**config.mk**
```make
export PLATFORM = sky130hd
export DESIGN_NAME = pvbc_sqrt
export DESIGN_NICKNAME = d
export VERILOG_FILES = /design/src/design/pvbc_pkg.sv /design/src/design/pvbc_sqrt.sv
export SDC_FILE = /design/constraint.sdc
export NUM_CORES = 2
export LEC_CHECK = 0
export ABC_CLOCK_PERIOD_IN_PS = 8500
export BUFFER_PORTS_ARGS = -buffer_cell sky130_fd_sc_hd__buf_2
export CORE_MARGIN = 3
export CORE_UTILIZATION = 65
export CTS_BUF_LIST = sky130_fd_sc_hd__clkbuf_4 sky130_fd_sc_hd__clkbuf_8 sky130_fd_sc_hd__clkbuf_16
export CTS_CLUSTER_DIAMETER = 50
export DETAILED_ROUTE_END_ITERATION = 10
export PLACE_DENSITY = 0.81
export SLEW_MARGIN = 20
export SYNTH_ARGS = -nofsm -noshare
export SYNTH_HDL_FRONTEND = slang
export SYNTH_SLANG_ARGS = --single-unit
```
**constraint.sdc**
```tcl
create_clock -name i_clk -period 8.5 [get_ports i_clk]
set_input_delay 0.425 -clock i_clk [delete_from_list [all_inputs] [get_ports i_clk]]
set_output_delay 0.425 -clock i_clk [all_outputs]
set_load 0.02 [all_outputs]
```
**src/design/pvbc_pkg.sv**
```systemverilog
// shared constants, types and tables of the bin converter
`timescale 1ns / 1ps
`default_nettype none

package pvbc_pkg;

    localparam int MAX_HALF_SIZE_DEF = 512;
    localparam int PHASE_BITS_DEF    = 16;

    localparam int CORDIC_STEPS = 28;
    localparam int CORDIC_W     = 35;
    localparam int ANGLE_W      = 32;
    localparam int SQRT_STEPS   = 24;
    localparam int SQ_W         = 48;

    localparam int CH_W     = 10;
    localparam int BIN_W    = 10;
    localparam int SAMPLE_W = 24;
    localparam int HALF_W   = 10;
    localparam int HOP_W    = 26;
    localparam int SPC_W    = 25;
    localparam int MAG_W    = 24;
    localparam int FREQ_W   = 32;

    localparam int CFG_IDX_W  = 2;
    localparam int CFG_DATA_W = 26;
    localparam int IN_TDATA_W  = 72;
    localparam int OUT_TDATA_W = 72;

    localparam logic [HALF_W-1:0] HALF_SIZE_RST = 10'd512;

    typedef enum logic [CFG_IDX_W-1:0] {
        REG_HALF_SIZE   = 2'd0,
        REG_HOP_RATE    = 2'd1,
        REG_BIN_SPACING = 2'd2
    } t_cfg_reg;

    typedef struct packed {
        logic             valid;
        logic [CH_W-1:0]  ch;
        logic [BIN_W-1:0] bin;
        logic             first;
        logic             in_store;
    } t_meta;

    // atan(2^-i) in units of 2^-32 turn
    function automatic logic [ANGLE_W-1:0] angle_at(input int i);
        logic [ANGLE_W-1:0] v;
        case (i)
            0:  v = 32'h20000000;
            1:  v = 32'h12E4051E;
            2:  v = 32'h09FB385B;
            3:  v = 32'h051111D4;
            4:  v = 32'h028B0D43;
            5:  v = 32'h0145D7E1;
            6:  v = 32'h00A2F61E;
            7:  v = 32'h00517C55;
            8:  v = 32'h0028BE53;
            9:  v = 32'h00145F2F;
            10: v = 32'h000A2F98;
            11: v = 32'h000517CC;
            12: v = 32'h00028BE6;
            13: v = 32'h000145F3;
            14: v = 32'h0000A2FA;
            15: v = 32'h0000517D;
            16: v = 32'h000028BE;
            17: v = 32'h0000145F;
            18: v = 32'h00000A30;
            19: v = 32'h00000518;
            20: v = 32'h0000028C;
            21: v = 32'h00000146;
            22: v = 32'h000000A3;
            23: v = 32'h00000051;
            24: v = 32'h00000029;
            25: v = 32'h00000014;
            26: v = 32'h0000000A;
            27: v = 32'h00000005;
            default: v = '0;
        endcase
        return v;
    endfunction

endpackage

`default_nettype wire

```
**src/design/pvbc_sqrt.sv**
```systemverilog
// pipelined magnitude: squares, sum, one root bit per stage, saturation
`timescale 1ns / 1ps
`default_nettype none

module pvbc_sqrt (
    input  wire logic                                 i_clk,
    input  wire logic                                 i_en,
    input  wire logic signed [pvbc_pkg::SAMPLE_W-1:0] i_a,
    input  wire logic signed [pvbc_pkg::SAMPLE_W-1:0] i_b,
    output logic             [pvbc_pkg::MAG_W-1:0]    o_mag
);

    localparam int STEPS = pvbc_pkg::SQRT_STEPS;
    localparam int SW    = pvbc_pkg::SQ_W;
    localparam int MW    = pvbc_pkg::MAG_W;

    logic [SW-1:0] r_sa;
    logic [SW-1:0] r_sb;
    logic [SW-1:0] r_sum;
    logic [SW-1:0] r_rem [0:STEPS-1];
    logic [SW-1:0] r_res [0:STEPS-1];
    logic [MW-1:0] r_sat;
    logic [MW-1:0] r_mag;

    always_ff @(posedge i_clk) begin
        if (i_en) begin
            r_sa  <= SW'(i_a * i_a);
            r_sb  <= SW'(i_b * i_b);
            r_sum <= r_sa + r_sb;
        end
    end

    for (genvar j = 0; j < STEPS; j++) begin : g_bit
        localparam logic [SW-1:0] BIT = SW'(1) << (2 * (STEPS - 1 - j));
        logic [SW-1:0] rem_in;
        logic [SW-1:0] res_in;
        logic [SW-1:0] trial;

        if (j == 0) begin : g_head
            assign rem_in = r_sum;
            assign res_in = '0;
        end else begin : g_body
            assign rem_in = r_rem[j-1];
            assign res_in = r_res[j-1];
        end

        assign trial = res_in + BIT;

        always_ff @(posedge i_clk) begin
            if (i_en) begin
                if (rem_in >= trial) begin
                    r_rem[j] <= rem_in - trial;
                    r_res[j] <= (res_in >> 1) + BIT;
                end else begin
                    r_rem[j] <= rem_in;
                    r_res[j] <= res_in >> 1;
                end
            end
        end
    end

    always_ff @(posedge i_clk) begin
        if (i_en) begin
            r_sat <= (r_res[STEPS-1] > SW'({MW{1'b1}})) ? {MW{1'b1}}
                                                       : r_res[STEPS-1][MW-1:0];
            r_mag <= r_sat;
        end
    end

    assign o_mag = r_mag;

endmodule

`default_nettype wire

```
# == Word level (Yosys, flattened, before mapping) ==
# Memories as Yosys holds them, arrays and structs flattened.
# Index checks and enable logic that the tools add are counted.
# word_totals
elab_cells,345
ram_bits,2304
input_bits,50
memories,2
output_inout_bits,24
regBits,192
# classes
n_mul,2
bitwise,48
addsub,71
muxes,192
n_lt_le_gt_ge,25
# memory_table
memory,words,width,rd,rd_ports_with_merged_regs,write_ports,line,source
r_rem,24,48,23,0,24,pvbc_sqrt.sv:20,logic [SW-1:0] r_rem [0:STEPS-1];
r_res,24,48,24,0,24,pvbc_sqrt.sv:21,logic [SW-1:0] r_res [0:STEPS-1];
# ops
cell,count
$mux 48,48
$ge 48x48->1,23
$sub 48x48->48,23
$mux 1,144
$mul 24x24->48,2
$add 47x1->48 const B,1
$add 47x11->48 const B,1
$add 47x13->48 const B,1
$add 47x15->48 const B,1
$add 47x17->48 const B,1
$add 47x19->48 const B,1
$add 47x21->48 const B,1
$add 47x23->48 const B,1
$add 47x25->48 const B,1
$add 47x27->48 const B,1
$add 47x29->48 const B,1
$add 47x3->48 const B,1
$add 47x31->48 const B,1
$add 47x33->48 const B,1
$add 47x35->48 const B,1
$add 47x37->48 const B,1
$add 47x39->48 const B,1
$add 47x41->48 const B,1
$add 47x43->48 const B,1
other kinds (32),79

# == Longest topological paths before layout ==
# An unclocked memory read counts as a cell.
# depth
depth_word,7
depth_mapped,28
depth_no_buf,27

# == Worst setup path after synthesis ==
# No wires, ideal clock.
# synth_path
path_type,in2reg
start,input i_b[17] (netlist bit)
end,register r_sb[46] (data pin)
required_ps,8240
setup_ps,260
stages,25
t_arrival_ps,7167
path_buffers,2
slack_ps,1072
cell_sequence,clkbuf_1 -> clkbuf_1 -> nand2_1 -> fa_1 -> fa_1 -> inv_1 -> fa_1 -> inv_1 -> fa_1 -> fa_1 -> inv_1 -> fa_1 -> inv_1 -> fa_1 -> inv_1 -> ha_1 -> a21o_1 -> a21o_1 -> a2111oi_0 -> o31ai_1 -> a31oi_1 -> o21ai_0 -> a2111oi_0 -> nor2_1 -> xor2_1
# synth_between
elab_chain_cells,1
# synth_rtl
item,line,source
from (decl),pvbc_sqrt.sv:9,"input wire logic signed [pvbc_pkg::SAMPLE_W-1:0] i_b,"
$mul 24x24->48,pvbc_sqrt.sv:28,r_sb <= SW'(i_b * i_b);
to (signal assigned),pvbc_sqrt.sv:28,
to (decl),pvbc_sqrt.sv:18,logic [SW-1:0] r_sb;
# No other way between the ends.
# A chain may end at the register's enable or synchronous reset.

# == Worst setup path in the final report ==
# layout_path
start,input i_b[14] (netlist bit)
end,register r_sb[46] (data pin)
# The elaborated chain is that of the path after synthesis.

==> flow_summary_export.csv <==
group,metric,value,unit
outcome,run_status,"completed",
global_route,pin_count_of_the_biggest_net_entering_global_routing,154,
timing,post-route-period-util,89.4,%
floorplan,chipHeight,421,um
worst_setup_path,worst_ep_arrival_time,8160,ps
worst_setup_path,required,9060,ps
clocking,clkTransAtPathRegs,60,ps
floorplan,io_pins,74,
final_layout,final_cell_mix,"sky130_fd_sc_hd__inv_1 (1753), sky130_fd_sc_hd__edfxtp_1 (1594), sky130_fd_sc_hd__fa_1 (1116)",
placement,buffer_ports.inserted,73,
run,drv_cap,0,
clocking,clock_sink_count,1594,
drt,wl,251,mm
yosys,synth_enable_flop_cells,1594,
timing,rsz_0062_raised_after_global_routing,"no",
min_path,hold_path.class,"in2reg",
yosys,ys.flop_type,"sky130_fd_sc_hd__edfxtp_1",
clocking,cts-hold-fix-buffers,0,
placement,dpl.hpwl,193,mm
clocking,post-cts-setup-buffers,0,
clocking,h_tree_level_count,4,
clocking,post_cts_resize_count,0,
timing,finalSetupViolations,0,
timing,accumulated_negative_setup_slack,0,ps
timing,period_needed,7600,ps
worst_setup_path,critical_path.endpoint_type,"register",
yosys,mappedNetlistNets,11500,
clocking,clock-root-buffer,"sky130_fd_sc_hd__clkbuf_16",
worst_setup_path,setup.worst_path.class,"in2reg",
final_layout,finalNonFillerCells,12200,
final_layout,n_fill_cell,11500,
timing,relSlewSlack,22.7,%
floorplan,row_count,151,
yosys,yosysWarningCount,0,
final_layout,fin_nets,11600,
drt,routed_wire_length_per_instance,20.6,um
timing,final.setup_skew,54.8,ps
final_layout,final_common_cell,"sky130_fd_sc_hd__inv_1",
drt,routed-via-count,72000,
placement,gpl.final_weighted_congestion,0.945,
timing,achievable-frequency,0.132,GHz
timing,hold_violations_final,0,
yosys,syn_avg_cell_area,11.6,um2
global_route,grt_first_pass_wirelength,402,mm
clocking,tritoncts,"built",
yosys,netlist.area_leader.share,42.8,%
global_route,globalRouteOverflowTotal,0,
yosys,synth_area_leaders,"sky130_fd_sc_hd__edfxtp_1 (43%), sky130_fd_sc_hd__fa_1 (20%), sky130_fd_sc_hd__ha_1 (7.3%)",
drt,drcViolationCount,0,
clocking,cts_inserted_buffers,165,
worst_setup_path,crit_path_start_kind,"input pin",
timing,layout_setup_ws,899,ps
worst_setup_path,maximum_net_fanout_on_the_critical_path,17,
yosys,yosysSeqAreaShare,42.8,%
yosys,syn-cell-area,112000,um2
final_layout,area_growth_syn_to_layout,8.08,%
yosys,synth_top_cell_by_area,"sky130_fd_sc_hd__edfxtp_1",
floorplan,initial_utilization,65.7,%
global_route,antenna_found_initial,8,
drt,antenna_viol_nets_final,0,
drt,drtPass1Iterations,6,
global_route,first_global_vias,75700,
timing,slew_viols_final,0,
clocking,ctsLongestPathBuffers,3,
drt,drt-initial-drc-count,6637,
yosys,cell_variety_after_synth,84,
placement,place_worst_setup_slack,236,ps
floorplan,fp.coreArea,170000,um2
floorplan,area_of_the_die,177000,um2
yosys,synth_async_sr_flop_share,0,%
drt,via_per_inst,5.91,
floorplan,die_width,421,um
yosys,post_synthesis_instance_total,9650,
placement,dp_cells,11900,
global_route,grt_usage,29.0,%
yosys,seq_cells_post_synth,1594,
timing,worst_pin_slew,1140,ps
clocking,worst_skew_pair.late_latency,830,ps
final_layout,post_route_cells_drive_above_1_share,5.42,%
state kept, by name (all words and copies together), names as in the netlist:
| register | count |
|---|---|
| r_sat | 24 |
| o_mag | 24 |
| g_bit.rem_in | 48 |
| r_rem | 1104 |
| r_res | 300 |
| r_sb | 47 |
| r_sa | 47 |
path summary, 6_finish.rpt:
| check | cells past startpoint | slack (ps) | startpoint | endpoint |
|---|---|---|---|---|
| min | 1 | 140 | i_a[0] | r_sa[0] |
| max | 25 | 900 | i_b[14] | r_sb[46] |
| min reg2reg | 0 | 410 | r_sat[15] | o_mag[15] |
| max reg2reg | 11 | 3590 | r_rem[1][352] | r_rem[2][22] |
synthesized netlist by cell type (40+ instances only):
| master | instances |
|---|---|
| sky130_fd_sc_hd__nor3_1 | 166 |
| sky130_fd_sc_hd__a21oi_1 | 365 |
| sky130_fd_sc_hd__nand2b_1 | 93 |
| sky130_fd_sc_hd__nand4_1 | 87 |
| sky130_fd_sc_hd__nand2_1 | 740 |
| sky130_fd_sc_hd__ha_1 | 656 |
| sky130_fd_sc_hd__clkbuf_1 | 207 |
| sky130_fd_sc_hd__xor2_1 | 274 |
| sky130_fd_sc_hd__o21a_1 | 86 |
| sky130_fd_sc_hd__nand3_1 | 90 |
| sky130_fd_sc_hd__o31ai_1 | 42 |
| sky130_fd_sc_hd__xnor2_1 | 361 |
| sky130_fd_sc_hd__and2_1 | 226 |
| sky130_fd_sc_hd__a31oi_1 | 40 |
| sky130_fd_sc_hd__or3_1 | 68 |
| sky130_fd_sc_hd__edfxtp_1 | 1594 |
| sky130_fd_sc_hd__nor2b_1 | 87 |
| sky130_fd_sc_hd__fa_1 | 1116 |
| sky130_fd_sc_hd__inv_1 | 1753 |
| sky130_fd_sc_hd__a21o_1 | 222 |
| sky130_fd_sc_hd__nor2_1 | 370 |
| sky130_fd_sc_hd__o21ai_0 | 324 |
| sky130_fd_sc_hd__nor4_1 | 192 |
routing by layer:
metal | track usage [%] | vias to the layer above | share of wire, % | wire length [um]
li1 | - | 32700 | - | -
met1 | 37.1 | 35900 | 39 | 96700
met2 | 50.2 | 2676 | 51 | 127000
met3 | 4.47 | 668 | 6.3 | 15900
met4 | 11.3 | 8 | 4.2 | 10600
met5 | 0 | - | 0.026 | 64
area by class of cell:
| type | count | area (um2) | area share (%) |
|---|---|---|---|
| Timing Repair Buffer | 159 | 1100 | 0.914 |
| Antenna cell | 1 | 2.50 | 0.00207 |
| Inverter | 1755 | 6590 | 5.45 |
| Tap cell | 2295 | 2870 | 2.38 |
| Clock buffer | 190 | 4370 | 3.61 |
| Multi-Input combinational cell | 6076 | 56600 | 46.8 |
| Clock inverter | 117 | 1490 | 1.23 |
| Sequential cell | 1594 | 47900 | 39.6 |
cells by family (layout without fill, tap and decap cells):
family	after synthesis	after routing	synth area share, %
AO/OA/AOI/OAI	1299	1299	7.28
other	0	1	0
XOR/XNOR	635	635	4.97
flip-flops	1594	1594	42.8
AND/OR/NAND/NOR	2324	2324	10.5
multiplexers	46	46	0.452
buffers and inverters	1980	2221	6.66
adder cells (fa/ha/maj)	1772	1772	27.3
per-stage QoR:
stage / utilization (%) / area (um2) / hold slack, ps
after CTS: 71.0 / 121000 / 41.0
after detailed placement: 67.6 / 115000 / 405
after floorplan: - / 112000 / 400
after global routing: 71.0 / 121000 / 55.2
after global placement: 67.6 / 115000 / 401
final: 71.0 / 121000 / 139
critical path: stages:
cell and delay [ps]:
sky130_fd_sc_hd__buf_2 360, sky130_fd_sc_hd__and2_1 250, sky130_fd_sc_hd__inv_1 70, sky130_fd_sc_hd__fa_1 480, sky130_fd_sc_hd__fa_1 540, sky130_fd_sc_hd__inv_1 50, sky130_fd_sc_hd__fa_1 480, sky130_fd_sc_hd__inv_1 60
sky130_fd_sc_hd__fa_1 420, sky130_fd_sc_hd__fa_1 550, sky130_fd_sc_hd__inv_1 60, sky130_fd_sc_hd__fa_1 490, sky130_fd_sc_hd__inv_1 70, sky130_fd_sc_hd__fa_1 600, sky130_fd_sc_hd__inv_1 60, sky130_fd_sc_hd__ha_1 360
sky130_fd_sc_hd__a21o_1 200, sky130_fd_sc_hd__a21o_1 190, sky130_fd_sc_hd__a2111oi_0 640, sky130_fd_sc_hd__o31ai_1 330, sky130_fd_sc_hd__a31oi_1 390, sky130_fd_sc_hd__o21ai_0 280, sky130_fd_sc_hd__a2111oi_0 550, sky130_fd_sc_hd__nor2_1 100
sky130_fd_sc_hd__xor2_1 160
Power is not shown: default switching activity piles up to over one toggle a cycle in this logic, so the estimate is an artifact.
